### config.mk
export PLATFORM = sky130hd
export DESIGN_NAME = outbound_frame_queue_evict
export DESIGN_NICKNAME = d
export VERILOG_FILES = /design/src/ofqe_pkg.sv /design/src/outbound_frame_queue_evict.sv /design/src/ofqe_ctrl.sv /design/src/ofqe_datapath.sv
export VERILOG_INCLUDE_DIRS = /design/src /design/src/src
export SDC_FILE = /design/constraint.sdc
export NUM_CORES = 1
export LEC_CHECK = 0
export ABC_CLOCK_PERIOD_IN_PS = 6700
export BUFFER_PORTS_ARGS = -buffer_cell sky130_fd_sc_hd__buf_4
export CAP_MARGIN = 15
export CORE_AREA = 2 2 321 323
export CTS_CLUSTER_DIAMETER = 200
export DETAILED_ROUTE_END_ITERATION = 8
export DIE_AREA = 0 0 323 325
export GPL_TIMING_DRIVEN = 0
export SLEW_MARGIN = 5
export SYNTH_ARGS = -nofsm -noshare
export SYNTH_HDL_FRONTEND = slang
export SYNTH_SLANG_ARGS = --single-unit
### constraint.sdc
create_clock -name clk -period 6.7 [get_ports clk]
set_clock_uncertainty 0.05 [all_clocks]
set_input_delay 0.335 -clock clk [delete_from_list [all_inputs] [get_ports clk]]
set_output_delay 0.335 -clock clk [all_outputs]
set_load 0.1 [all_outputs]
### src/outbound_frame_queue_evict_assert.svh
// Assertion macros for the outbound frame queue modules; used by ofqe_ctrl.
// No dependencies; included inside module bodies.
`ifndef OUTBOUND_FRAME_QUEUE_EVICT_ASSERT_SVH
`define OUTBOUND_FRAME_QUEUE_EVICT_ASSERT_SVH

// Same-cycle implication, disabled while reset is asserted
`define OFQE_ASSERT_IMPL(label, clk, rst_n, ante, cons, msg) \
    label: assert property (@(posedge clk) disable iff (!rst_n) (ante) |-> (cons)) \
        else $error(msg);

// Next-cycle implication, disabled while reset is asserted
`define OFQE_ASSERT_NEXT(label, clk, rst_n, ante, cons, msg) \
    label: assert property (@(posedge clk) disable iff (!rst_n) (ante) |=> (cons)) \
        else $error(msg);

`endif

### src/ofqe_pkg.sv
// Shared types and constants for the outbound frame queue.
// No dependencies; imported by the controller, datapath and top level.
package ofqe_pkg;

    localparam int FUNC_W     = 2;
    localparam int TYPE_W     = 8;
    localparam int SEQ_W      = 8;
    localparam int LEN_W      = 10;
    localparam int HANDLE_W   = 16;
    localparam int MODE_W     = 2;
    localparam int HELD_W     = 5;
    localparam int CFG_IDX_W  = 1;
    localparam int CFG_DATA_W = 8;

    // Operation codes
    localparam logic [FUNC_W-1:0] FUNC_ENQUEUE = 2'd0;
    localparam logic [FUNC_W-1:0] FUNC_TAKE    = 2'd1;
    localparam logic [FUNC_W-1:0] FUNC_CLEAR   = 2'd2;

    // Eviction modes (any other code means no eviction)
    localparam logic [MODE_W-1:0] EVICT_LOG        = 2'd1;
    localparam logic [MODE_W-1:0] EVICT_LOG_REPORT = 2'd2;

    // Register indexes
    localparam logic [CFG_IDX_W-1:0] CFG_LOG_TYPE    = 1'd0;
    localparam logic [CFG_IDX_W-1:0] CFG_REPORT_TYPE = 1'd1;

    // Sequence numbering
    localparam logic [SEQ_W-1:0] SEQ_AUTO  = 8'd0;
    localparam logic [SEQ_W-1:0] SEQ_FIRST = 8'd1;

    localparam logic [CFG_DATA_W-1:0] LOG_CODE_RESET    = 8'd0;
    localparam logic [CFG_DATA_W-1:0] REPORT_CODE_RESET = 8'd1;

    // One stored frame descriptor
    typedef struct packed {
        logic [TYPE_W-1:0]   ftype;
        logic [SEQ_W-1:0]    seq;
        logic [LEN_W-1:0]    length;
        logic [HANDLE_W-1:0] handle;
    } entry_t;

    // Controller to datapath
    typedef struct packed {
        logic load;     // latch item, clear results and scan state
        logic rd;       // read entry at offset (plus one if rd_next)
        logic rd_next;
        logic chk;      // compare read entry against class codes
        logic off_inc;
        logic drop;     // commit victim: drop result, offset to victim
        logic shrink;   // count minus one after compaction
        logic wr_move;  // write read data back one place down
        logic wr_new;   // store new item at tail
        logic take;     // pop head into result
        logic clear;
    } cmd_t;

    // Datapath to controller
    typedef struct packed {
        logic [FUNC_W-1:0] func;
        logic [MODE_W-1:0] mode;
        logic len_ok;
        logic full;
        logic empty;
        logic last_entry;   // offset + 1 reaches count
        logic log_hit;      // read entry is a log entry
        logic victim_found;
    } status_t;

endpackage

### src/outbound_frame_queue_evict.sv
// Channel   | handshake                 | payload
// ----------+---------------------------+---------------------------------------------
// item in   | start, taken when !busy   | func, frame_type, seq_in, payload_length,
//           |                           | payload_handle, evict_mode
// result    | done, one-cycle strobe    | accepted, head_*, dropped, dropped_handle,
//           |                           | entries_held, irq_level
// config    | cfg_write, no wait        | cfg_index, cfg_data
//
// Enqueue with room and take of a held entry: dispatch, then a write or take state,
// then the result. Clear, take on empty, unused selector, oversized length or full
// with no eviction mode: dispatch, then the result. Enqueue on a full queue: a
// read/compare scan from the oldest entry (up to the oldest log entry, or all
// entries when no log entry is held), then, if a victim is found, a read/write move
// of each younger entry one place down and the write of the new item.
// Reset (rst_n, async low) empties the queue; no memory clearing pass.
// The receiver cannot stall: each result is shown for the one cycle of done.
// Top level of the outbound frame queue. Depends on ofqe_pkg, ofqe_ctrl and
// ofqe_datapath.
module outbound_frame_queue_evict #(
    parameter int QUEUE_DEPTH = 16,
    parameter int MAX_PAYLOAD = 512
) (
    input  logic                            clk,
    input  logic                            rst_n,
    input  logic                            start,
    output logic                            busy,
    output logic                            done,
    input  logic                            cfg_write,
    input  logic [ofqe_pkg::CFG_IDX_W-1:0]  cfg_index,
    input  logic [ofqe_pkg::CFG_DATA_W-1:0] cfg_data,
    input  logic [ofqe_pkg::FUNC_W-1:0]     func,
    input  logic [ofqe_pkg::TYPE_W-1:0]     frame_type,
    input  logic [ofqe_pkg::SEQ_W-1:0]      seq_in,
    input  logic [ofqe_pkg::LEN_W-1:0]      payload_length,
    input  logic [ofqe_pkg::HANDLE_W-1:0]   payload_handle,
    input  logic [ofqe_pkg::MODE_W-1:0]     evict_mode,
    output logic                            accepted,
    output logic                            head_valid,
    output logic [ofqe_pkg::TYPE_W-1:0]     head_type,
    output logic [ofqe_pkg::SEQ_W-1:0]      head_seq,
    output logic [ofqe_pkg::LEN_W-1:0]      head_length,
    output logic [ofqe_pkg::HANDLE_W-1:0]   head_handle,
    output logic                            dropped,
    output logic [ofqe_pkg::HANDLE_W-1:0]   dropped_handle,
    output logic [ofqe_pkg::HELD_W-1:0]     entries_held,
    output logic                            irq_level
);
    import ofqe_pkg::*;

    cmd_t    cmd;
    status_t status;

    // Sequencer
    ofqe_ctrl u_ctrl (
        .clk    (clk),
        .rst_n  (rst_n),
        .start  (start),
        .busy   (busy),
        .done   (done),
        .status (status),
        .cmd    (cmd)
    );

    // Storage and arithmetic
    ofqe_datapath #(
        .QUEUE_DEPTH (QUEUE_DEPTH),
        .MAX_PAYLOAD (MAX_PAYLOAD)
    ) u_datapath (
        .clk            (clk),
        .rst_n          (rst_n),
        .cmd            (cmd),
        .status         (status),
        .cfg_write      (cfg_write),
        .cfg_index      (cfg_index),
        .cfg_data       (cfg_data),
        .func           (func),
        .frame_type     (frame_type),
        .seq_in         (seq_in),
        .payload_length (payload_length),
        .payload_handle (payload_handle),
        .evict_mode     (evict_mode),
        .accepted       (accepted),
        .head_valid     (head_valid),
        .head_type      (head_type),
        .head_seq       (head_seq),
        .head_length    (head_length),
        .head_handle    (head_handle),
        .dropped        (dropped),
        .dropped_handle (dropped_handle),
        .entries_held   (entries_held),
        .irq_level      (irq_level)
    );

endmodule

### src/ofqe_ctrl.sv
// Sequencing controller of the outbound frame queue.
// Depends on ofqe_pkg and outbound_frame_queue_evict_assert.svh.
module ofqe_ctrl (
    input  logic              clk,
    input  logic              rst_n,
    input  logic              start,
    output logic              busy,
    output logic              done,
    input  ofqe_pkg::status_t status,
    output ofqe_pkg::cmd_t    cmd
);
    import ofqe_pkg::*;

    `include "outbound_frame_queue_evict_assert.svh"

    typedef enum logic [3:0] {
        ST_IDLE,
        ST_DISPATCH,
        ST_SCAN_RD,
        ST_SCAN_CHK,
        ST_EVICT,
        ST_MOVE_RD,
        ST_MOVE_WR,
        ST_WRITE,
        ST_TAKE,
        ST_DONE
    } state_t;

    state_t state_reg;
    state_t state_next;

    // State register
    always_ff @(posedge clk or negedge rst_n)
    begin
        if (!rst_n)
        begin
            state_reg <= ST_IDLE;
        end
        else
        begin
            state_reg <= state_next;
        end
    end

    assign busy = (state_reg != ST_IDLE);
    assign done = (state_reg == ST_DONE);

    // Next state and commands
    always_comb
    begin
        state_next = state_reg;
        cmd        = '0;
        unique case (state_reg)
            ST_IDLE:
            begin
                if (start)
                begin
                    cmd.load   = 1'b1;
                    state_next = ST_DISPATCH;
                end
            end
            ST_DISPATCH:
            begin
                unique case (status.func)
                    FUNC_ENQUEUE:
                    begin
                        priority if (!status.len_ok)
                            state_next = ST_DONE;
                        else if (!status.full)
                            state_next = ST_WRITE;
                        else if (status.mode == EVICT_LOG || status.mode == EVICT_LOG_REPORT)
                            state_next = ST_SCAN_RD;
                        else
                            state_next = ST_DONE;
                    end
                    FUNC_TAKE:
                    begin
                        if (status.empty)
                        begin
                            state_next = ST_DONE;
                        end
                        else
                        begin
                            cmd.rd     = 1'b1;
                            state_next = ST_TAKE;
                        end
                    end
                    FUNC_CLEAR:
                    begin
                        cmd.clear  = 1'b1;
                        state_next = ST_DONE;
                    end
                    default:
                    begin
                        state_next = ST_DONE;
                    end
                endcase
            end
            // scan from oldest, one entry per read/compare pair
            ST_SCAN_RD:
            begin
                cmd.rd     = 1'b1;
                state_next = ST_SCAN_CHK;
            end
            ST_SCAN_CHK:
            begin
                cmd.chk = 1'b1;
                if (status.log_hit || status.last_entry)
                begin
                    state_next = ST_EVICT;
                end
                else
                begin
                    cmd.off_inc = 1'b1;
                    state_next  = ST_SCAN_RD;
                end
            end
            ST_EVICT:
            begin
                if (status.victim_found)
                begin
                    cmd.drop   = 1'b1;
                    state_next = ST_MOVE_RD;
                end
                else
                begin
                    state_next = ST_DONE;
                end
            end
            // close the gap: move each younger entry one place down
            ST_MOVE_RD:
            begin
                if (status.last_entry)
                begin
                    cmd.shrink = 1'b1;
                    state_next = ST_WRITE;
                end
                else
                begin
                    cmd.rd      = 1'b1;
                    cmd.rd_next = 1'b1;
                    state_next  = ST_MOVE_WR;
                end
            end
            ST_MOVE_WR:
            begin
                cmd.wr_move = 1'b1;
                cmd.off_inc = 1'b1;
                state_next  = ST_MOVE_RD;
            end
            ST_WRITE:
            begin
                cmd.wr_new = 1'b1;
                state_next = ST_DONE;
            end
            ST_TAKE:
            begin
                cmd.take   = 1'b1;
                state_next = ST_DONE;
            end
            ST_DONE:
            begin
                state_next = ST_IDLE;
            end
            default:
            begin
                state_next = ST_IDLE;
            end
        endcase
    end

    `OFQE_ASSERT_NEXT(a_accept_busy, clk, rst_n, start && !busy, busy, "accepted item left block idle")
    `OFQE_ASSERT_NEXT(a_done_idle, clk, rst_n, done, !busy, "block stayed busy after result")
    `OFQE_ASSERT_IMPL(a_write_room, clk, rst_n, cmd.wr_new, !status.full, "insert into full queue")
    `OFQE_ASSERT_IMPL(a_take_held, clk, rst_n, cmd.take, !status.empty, "take from empty queue")
    `OFQE_ASSERT_IMPL(a_drop_victim, clk, rst_n, cmd.drop, status.victim_found && status.full,
        "eviction without victim or room")

endmodule

### src/ofqe_datapath.sv
// Datapath of the outbound frame queue: descriptor memory, pointers,
// class scan registers, sequence counter, config and result registers.
// Depends on ofqe_pkg.
module ofqe_datapath #(
    parameter int QUEUE_DEPTH = 16,
    parameter int MAX_PAYLOAD = 512
) (
    input  logic                              clk,
    input  logic                              rst_n,
    input  ofqe_pkg::cmd_t                    cmd,
    output ofqe_pkg::status_t                 status,
    input  logic                              cfg_write,
    input  logic [ofqe_pkg::CFG_IDX_W-1:0]    cfg_index,
    input  logic [ofqe_pkg::CFG_DATA_W-1:0]   cfg_data,
    input  logic [ofqe_pkg::FUNC_W-1:0]       func,
    input  logic [ofqe_pkg::TYPE_W-1:0]       frame_type,
    input  logic [ofqe_pkg::SEQ_W-1:0]        seq_in,
    input  logic [ofqe_pkg::LEN_W-1:0]        payload_length,
    input  logic [ofqe_pkg::HANDLE_W-1:0]     payload_handle,
    input  logic [ofqe_pkg::MODE_W-1:0]       evict_mode,
    output logic                              accepted,
    output logic                              head_valid,
    output logic [ofqe_pkg::TYPE_W-1:0]       head_type,
    output logic [ofqe_pkg::SEQ_W-1:0]        head_seq,
    output logic [ofqe_pkg::LEN_W-1:0]        head_length,
    output logic [ofqe_pkg::HANDLE_W-1:0]     head_handle,
    output logic                              dropped,
    output logic [ofqe_pkg::HANDLE_W-1:0]     dropped_handle,
    output logic [ofqe_pkg::HELD_W-1:0]       entries_held,
    output logic                              irq_level
);
    import ofqe_pkg::*;

    localparam int PTR_W = $clog2(QUEUE_DEPTH);
    localparam int CNT_W = $clog2(QUEUE_DEPTH + 1);

    // head + offset, wrapped into the ring (sum stays below twice the depth)
    function automatic logic [PTR_W-1:0] wrap_add(input logic [PTR_W-1:0] base,
                                                  input logic [CNT_W-1:0] ofs);
        logic [CNT_W:0] sum;
        sum = (CNT_W+1)'(base) + (CNT_W+1)'(ofs);
        if (sum >= (CNT_W+1)'(QUEUE_DEPTH))
            sum = sum - (CNT_W+1)'(QUEUE_DEPTH);
        return sum[PTR_W-1:0];
    endfunction

    entry_t mem [QUEUE_DEPTH];
    entry_t rd_data_reg;

    // latched item
    logic [FUNC_W-1:0]   func_reg;
    logic [TYPE_W-1:0]   type_in_reg;
    logic [SEQ_W-1:0]    seq_in_reg;
    logic [LEN_W-1:0]    len_in_reg;
    logic [HANDLE_W-1:0] handle_in_reg;
    logic [MODE_W-1:0]   mode_reg;

    logic [CFG_DATA_W-1:0] log_code_reg;
    logic [CFG_DATA_W-1:0] report_code_reg;

    logic [PTR_W-1:0] head_reg;
    logic [CNT_W-1:0] count_reg;
    logic [PTR_W-1:0] off_reg;
    logic [SEQ_W-1:0] next_seq_reg;
    logic [SEQ_W-1:0] next_seq_next;

    // oldest match of each class seen by the scan
    logic                log_found_reg;
    logic [PTR_W-1:0]    log_off_reg;
    logic [HANDLE_W-1:0] log_handle_reg;
    logic                rep_found_reg;
    logic [PTR_W-1:0]    rep_off_reg;
    logic [HANDLE_W-1:0] rep_handle_reg;

    logic                accepted_reg;
    logic                head_valid_reg;
    entry_t              head_entry_reg;
    logic                dropped_reg;
    logic [HANDLE_W-1:0] dropped_handle_reg;

    logic [CNT_W-1:0]    rd_ofs;
    logic [PTR_W-1:0]    rd_addr;
    logic [PTR_W-1:0]    wr_addr;
    entry_t              wr_data;
    entry_t              new_entry;
    logic                report_hit;
    logic [PTR_W-1:0]    victim_off;
    logic [HANDLE_W-1:0] victim_handle;

    // Addresses and write data
    always_comb
    begin
        rd_ofs  = CNT_W'(off_reg) + CNT_W'(cmd.rd_next);
        rd_addr = wrap_add(head_reg, rd_ofs);
        if (cmd.wr_new)
            wr_addr = wrap_add(head_reg, count_reg);
        else
            wr_addr = wrap_add(head_reg, CNT_W'(off_reg));

        new_entry.ftype  = type_in_reg;
        new_entry.seq    = (seq_in_reg == SEQ_AUTO) ? next_seq_reg : seq_in_reg;
        new_entry.length = len_in_reg;
        new_entry.handle = handle_in_reg;
        wr_data = cmd.wr_new ? new_entry : rd_data_reg;
    end

    // Sequence counter skips zero on wrap
    always_comb
    begin
        next_seq_next = next_seq_reg + SEQ_W'(1);
        if (next_seq_next == SEQ_AUTO)
            next_seq_next = SEQ_FIRST;
    end

    // Scan compare and victim choice
    assign report_hit    = (rd_data_reg.ftype == report_code_reg);
    assign victim_off    = log_found_reg ? log_off_reg : rep_off_reg;
    assign victim_handle = log_found_reg ? log_handle_reg : rep_handle_reg;

    // Status to controller
    always_comb
    begin
        status.func         = func_reg;
        status.mode         = mode_reg;
        status.len_ok       = (len_in_reg <= LEN_W'(MAX_PAYLOAD));
        status.full         = (count_reg == CNT_W'(QUEUE_DEPTH));
        status.empty        = (count_reg == '0);
        status.last_entry   = ((CNT_W'(off_reg) + CNT_W'(1)) >= count_reg);
        status.log_hit      = (rd_data_reg.ftype == log_code_reg);
        status.victim_found = log_found_reg
                            || (mode_reg == EVICT_LOG_REPORT && rep_found_reg);
    end

    // Descriptor memory: one write and one registered read port
    always_ff @(posedge clk)
    begin
        if (cmd.rd)
            rd_data_reg <= mem[rd_addr];
        if (cmd.wr_new || cmd.wr_move)
            mem[wr_addr] <= wr_data;
    end

    // Item latch and scan payload
    always_ff @(posedge clk)
    begin
        if (cmd.load)
        begin
            func_reg      <= func;
            type_in_reg   <= frame_type;
            seq_in_reg    <= seq_in;
            len_in_reg    <= payload_length;
            handle_in_reg <= payload_handle;
            mode_reg      <= evict_mode;
        end
        if (cmd.chk && !log_found_reg && status.log_hit)
        begin
            log_off_reg    <= off_reg;
            log_handle_reg <= rd_data_reg.handle;
        end
        if (cmd.chk && !rep_found_reg && report_hit)
        begin
            rep_off_reg    <= off_reg;
            rep_handle_reg <= rd_data_reg.handle;
        end
        if (cmd.take)
            head_entry_reg <= rd_data_reg;
        if (cmd.drop)
            dropped_handle_reg <= victim_handle;
    end

    // Control state: config, pointers, counter, flags
    always_ff @(posedge clk or negedge rst_n)
    begin
        if (!rst_n)
        begin
            log_code_reg    <= LOG_CODE_RESET;
            report_code_reg <= REPORT_CODE_RESET;
            head_reg        <= '0;
            count_reg       <= '0;
            off_reg         <= '0;
            next_seq_reg    <= SEQ_FIRST;
            log_found_reg   <= 1'b0;
            rep_found_reg   <= 1'b0;
            accepted_reg    <= 1'b0;
            head_valid_reg  <= 1'b0;
            dropped_reg     <= 1'b0;
        end
        else
        begin
            if (cfg_write)
            begin
                unique case (cfg_index)
                    CFG_LOG_TYPE:    log_code_reg    <= cfg_data;
                    CFG_REPORT_TYPE: report_code_reg <= cfg_data;
                    default:         log_code_reg    <= log_code_reg;
                endcase
            end

            if (cmd.load)
            begin
                accepted_reg   <= 1'b0;
                head_valid_reg <= 1'b0;
                dropped_reg    <= 1'b0;
                log_found_reg  <= 1'b0;
                rep_found_reg  <= 1'b0;
            end
            if (cmd.chk && status.log_hit)
                log_found_reg <= 1'b1;
            if (cmd.chk && report_hit)
                rep_found_reg <= 1'b1;

            // scan / compaction offset
            priority if (cmd.load)
                off_reg <= '0;
            else if (cmd.drop)
                off_reg <= victim_off;
            else if (cmd.off_inc)
                off_reg <= off_reg + PTR_W'(1);

            // entry count
            priority if (cmd.clear)
                count_reg <= '0;
            else if (cmd.wr_new)
                count_reg <= count_reg + CNT_W'(1);
            else if (cmd.shrink || cmd.take)
                count_reg <= count_reg - CNT_W'(1);

            if (cmd.take)
            begin
                head_reg       <= wrap_add(head_reg, CNT_W'(1));
                head_valid_reg <= 1'b1;
            end
            if (cmd.drop)
                dropped_reg <= 1'b1;
            if (cmd.wr_new)
            begin
                accepted_reg <= 1'b1;
                if (seq_in_reg == SEQ_AUTO)
                    next_seq_reg <= next_seq_next;
            end
        end
    end

    // Result fields, zero where not meaningful
    assign accepted       = accepted_reg;
    assign head_valid     = head_valid_reg;
    assign head_type      = head_valid_reg ? head_entry_reg.ftype  : '0;
    assign head_seq       = head_valid_reg ? head_entry_reg.seq    : '0;
    assign head_length    = head_valid_reg ? head_entry_reg.length : '0;
    assign head_handle    = head_valid_reg ? head_entry_reg.handle : '0;
    assign dropped        = dropped_reg;
    assign dropped_handle = dropped_reg ? dropped_handle_reg : '0;
    assign entries_held   = HELD_W'(count_reg);
    assign irq_level      = (count_reg != '0);

endmodule

==> metrics <==
register area share after synthesis 0.764; total wire length 86,300 microns; P&R area growth vs syn 20.8%; Final Non-Filler Cells 3,625; DRC Markers 0; Max clock buf depth 3; CP Launch Point u_datapath.off_reg[0]; post-route ant nets 0; latest clock arrival within the worst-skew pair 0.65 ns; I/O pin cnt 128; CTS Sinks 904; slew of the pin with the lowest slew margin 1.15 ns; Max FO, Critical Path 10; Post-synth top flop edfxtp_1; Yosys reg bits 904; via count 18,400; Final Critical Period 5.51 ns; flip-flop count of the largest register after layout 672; largest net degree at the start of global routing 47; Mapped Nets 1,941; multiplexer area fraction after synthesis 0.121; Syn Std Cell Area 35,300 sq um; Post-Synth Simple-Gate Area 0.0572; largest stage delay on the critical path 0.60 ns; Final Setup Violations 0; crit path to u_datapath.rd_data_reg[4]; Synth Area per Inst 18.9 sq um; Max Slew Vio Count 0; core area 101,000 sq um; gr usage total 0.165; initial drt markers 2,121; achievable frequency 181 MHz; Final HPWL DP 59,200 microns; crit start category flip-flop; starting density of the core 0.348; r2r worst-path depth 15; die height 325 microns; clock tree from TritonCTS built; DRT Pass-1 Iters 5; fraction of layout instances using a drive strength above 1 0.251; main combinational cell family by area after synthesis multiplexers; arrival time at the worst endpoint 5.88 ns; Num CTS Buffers 91; critical-path cell list ha_1 -> xor2_1 -> ha_1 -> a21o_1 -> a31oi_1 -> o21ai_2 -> nor3_1 -> fa_1 -> fa_1 -> xor2_1 -> clkbuf_1 -> buf_2 -> clkbuf_1 -> nand2_1 -> a31oi_1; IO Port Bufs 127; GPL Wtd Cong 0.767; Cells after DPL 3,403; gr ovfl total 0; CTS root buf clkbuf_16; CP endpoint kind flip-flop; final hold vios 0; outcome finished clean; post-synth cell types 46; R2R setup slack 1.19 ns; Synth async-reset ratio 0.0509; NumNets Final 2,263; CTS resizes 0; post-CTS setup buffer count 0; Synth area leader edfxtp_1; synth warn 0; Post-synth EDFFs 858; vias in the first global route 19,500; Rows 117; wire per inst 23.8 microns; first-pass GRT wire length 127,000 microns; MaxCap Viol Count 0; top cells by area, synth edfxtp_1, mux4_2, dfrtp_1; adder-cell area share of the yosys netlist 0.00830; Slowest-stage cell, CP clkbuf_1; xor and xnor fraction of the mapped netlist area 0.00994; worst r2r dst u_datapath.rd_data_reg[4]; critical path class reg2reg; initial antenna violation count 3; vias per cell 5.08; level count of the clock H-tree 3; post-synthesis compound-gate area fraction 0.0268; Horiz. Die Dim 323 microns; clock-pin slew on the worst setup and hold paths 0.06 ns; cells after synthesis 1,861; Slew HR 0.234; Tcrit/Tclk final 0.822; unrepaired setup endpoints after global routing no; top cell type's share of synthesized area 0.731; FF-to-FF Start u_datapath.off_reg[0]; Hold Path Class in2reg; Crit path required time 7.07 ns; full die area 105,000 sq um
-- synthesized netlist by cell type (all sizes together) (9+ instances only) --
master and count:
nand4 9, a31oi 46, dfrtp 44, nand2 225, and2 101, a21oi 13, nor2 60, ha 17
buf 44, mux4 168, xnor2 31, o21ai 20, nand3 10, a21o 9, mux2i 9, mux2 36
edfxtp 858, a211oi 46, clkbuf 48, inv 14, xor2 9
-- kinds of logic (layout without fill, tap and decap cells) --
kind of cell | count (synthesis) | after routing
AOI/OAI and AO/OA | 141 | 141
xor gates and xnor gates | 40 | 40
adders and majority gates | 21 | 21
buffers and inverters | 106 | 501
DFF | 904 | 904
muxes | 213 | 213
other | 0 | 1
and+or+nand+nor | 436 | 436
-- what timing repair did --
action	CTS	global route
hold buffers	55	0
endpoints found under the setup margin	0	0
endpoints found under the hold margin	106	0
-- cell usage in the layout (no fill, tap or decap), drive strengths merged, types with 17 or more instances in the layout --
master / n
edfxtp: 858
nand2: 225
buf: 218
mux4: 168
clkbuf: 166
and2: 101
nor2: 60
dlygate4sd3: 55
a31oi: 46
a211oi: 46
dfrtp: 44
mux2: 36
clkinv: 32
xnor2: 31
o21ai: 20
ha: 17
inv: 17
-- through the flow --
stage | worst slack, ns | area [sq um] | hold slack, ns | TNS [ns] | util
global placement | -1.06 | 37900 | 0.352 | -422.43 | 0.374
CTS | 1.17 | 42600 | 0.00387 | 0 | 0.420
detailed placement | 1.21 | 39100 | 0.362 | 0 | 0.386
finish | 1.19 | 42600 | 0.0411 | 0 | 0.420
floorplan | 1.88 | 35300 | -0.0106 | 0 | -
global route | 0.964 | 42600 | 0.0563 | 0 | 0.420
-- layout make-up --
cell class	count	area [sq um]
antenna	1	2.50
buffer	92	400
clock buffer	118	2410
clock inverter	48	536
fill	8977	58700
inverter	14	55.1
multi-input combinational	851	8020
sequential	904	26900
tap	1368	1710
timing repair buffer	229	2540
-- how the worst min path moves through the flow --
stage           from  cells after the start  slack (ns)                          to
2_1_floorplan  rst_n                      0       -0.01         u_ctrl.state_reg[0]
3_3_place_gp   rst_n                      1        0.35  u_datapath.next_seq_reg[7]
3_5_place_dp   rst_n                      1        0.36  u_datapath.next_seq_reg[6]
4_1_cts        start                      4       0.004         u_ctrl.state_reg[0]
5_1_grt        start                      4        0.06         u_ctrl.state_reg[0]
6_report       start                      4        0.04         u_ctrl.state_reg[0]
-- worst max-delay path: cells and delay by family (launching register included) --
kind	cells	cell delay, ns
adder cells (fa/ha/maj)	4	1.47
XOR/XNOR	2	0.55
buffers and inverters	3	1.56
AO/OA/AOI/OAI	4	0.84
AND/OR/NAND/NOR	2	0.30
flip-flops	1	0.50
-- per-layer routing --
layer,GRT usage,routed length (microns)
met5,0,0
met4,0.0586,2690
met3,0.0317,5500
met2,0.272,42200
met1,0.218,35800
Power is left out: the tool's default activity adds up to more than one toggle a clock period on the data nets, which glitch-free logic cannot reach.
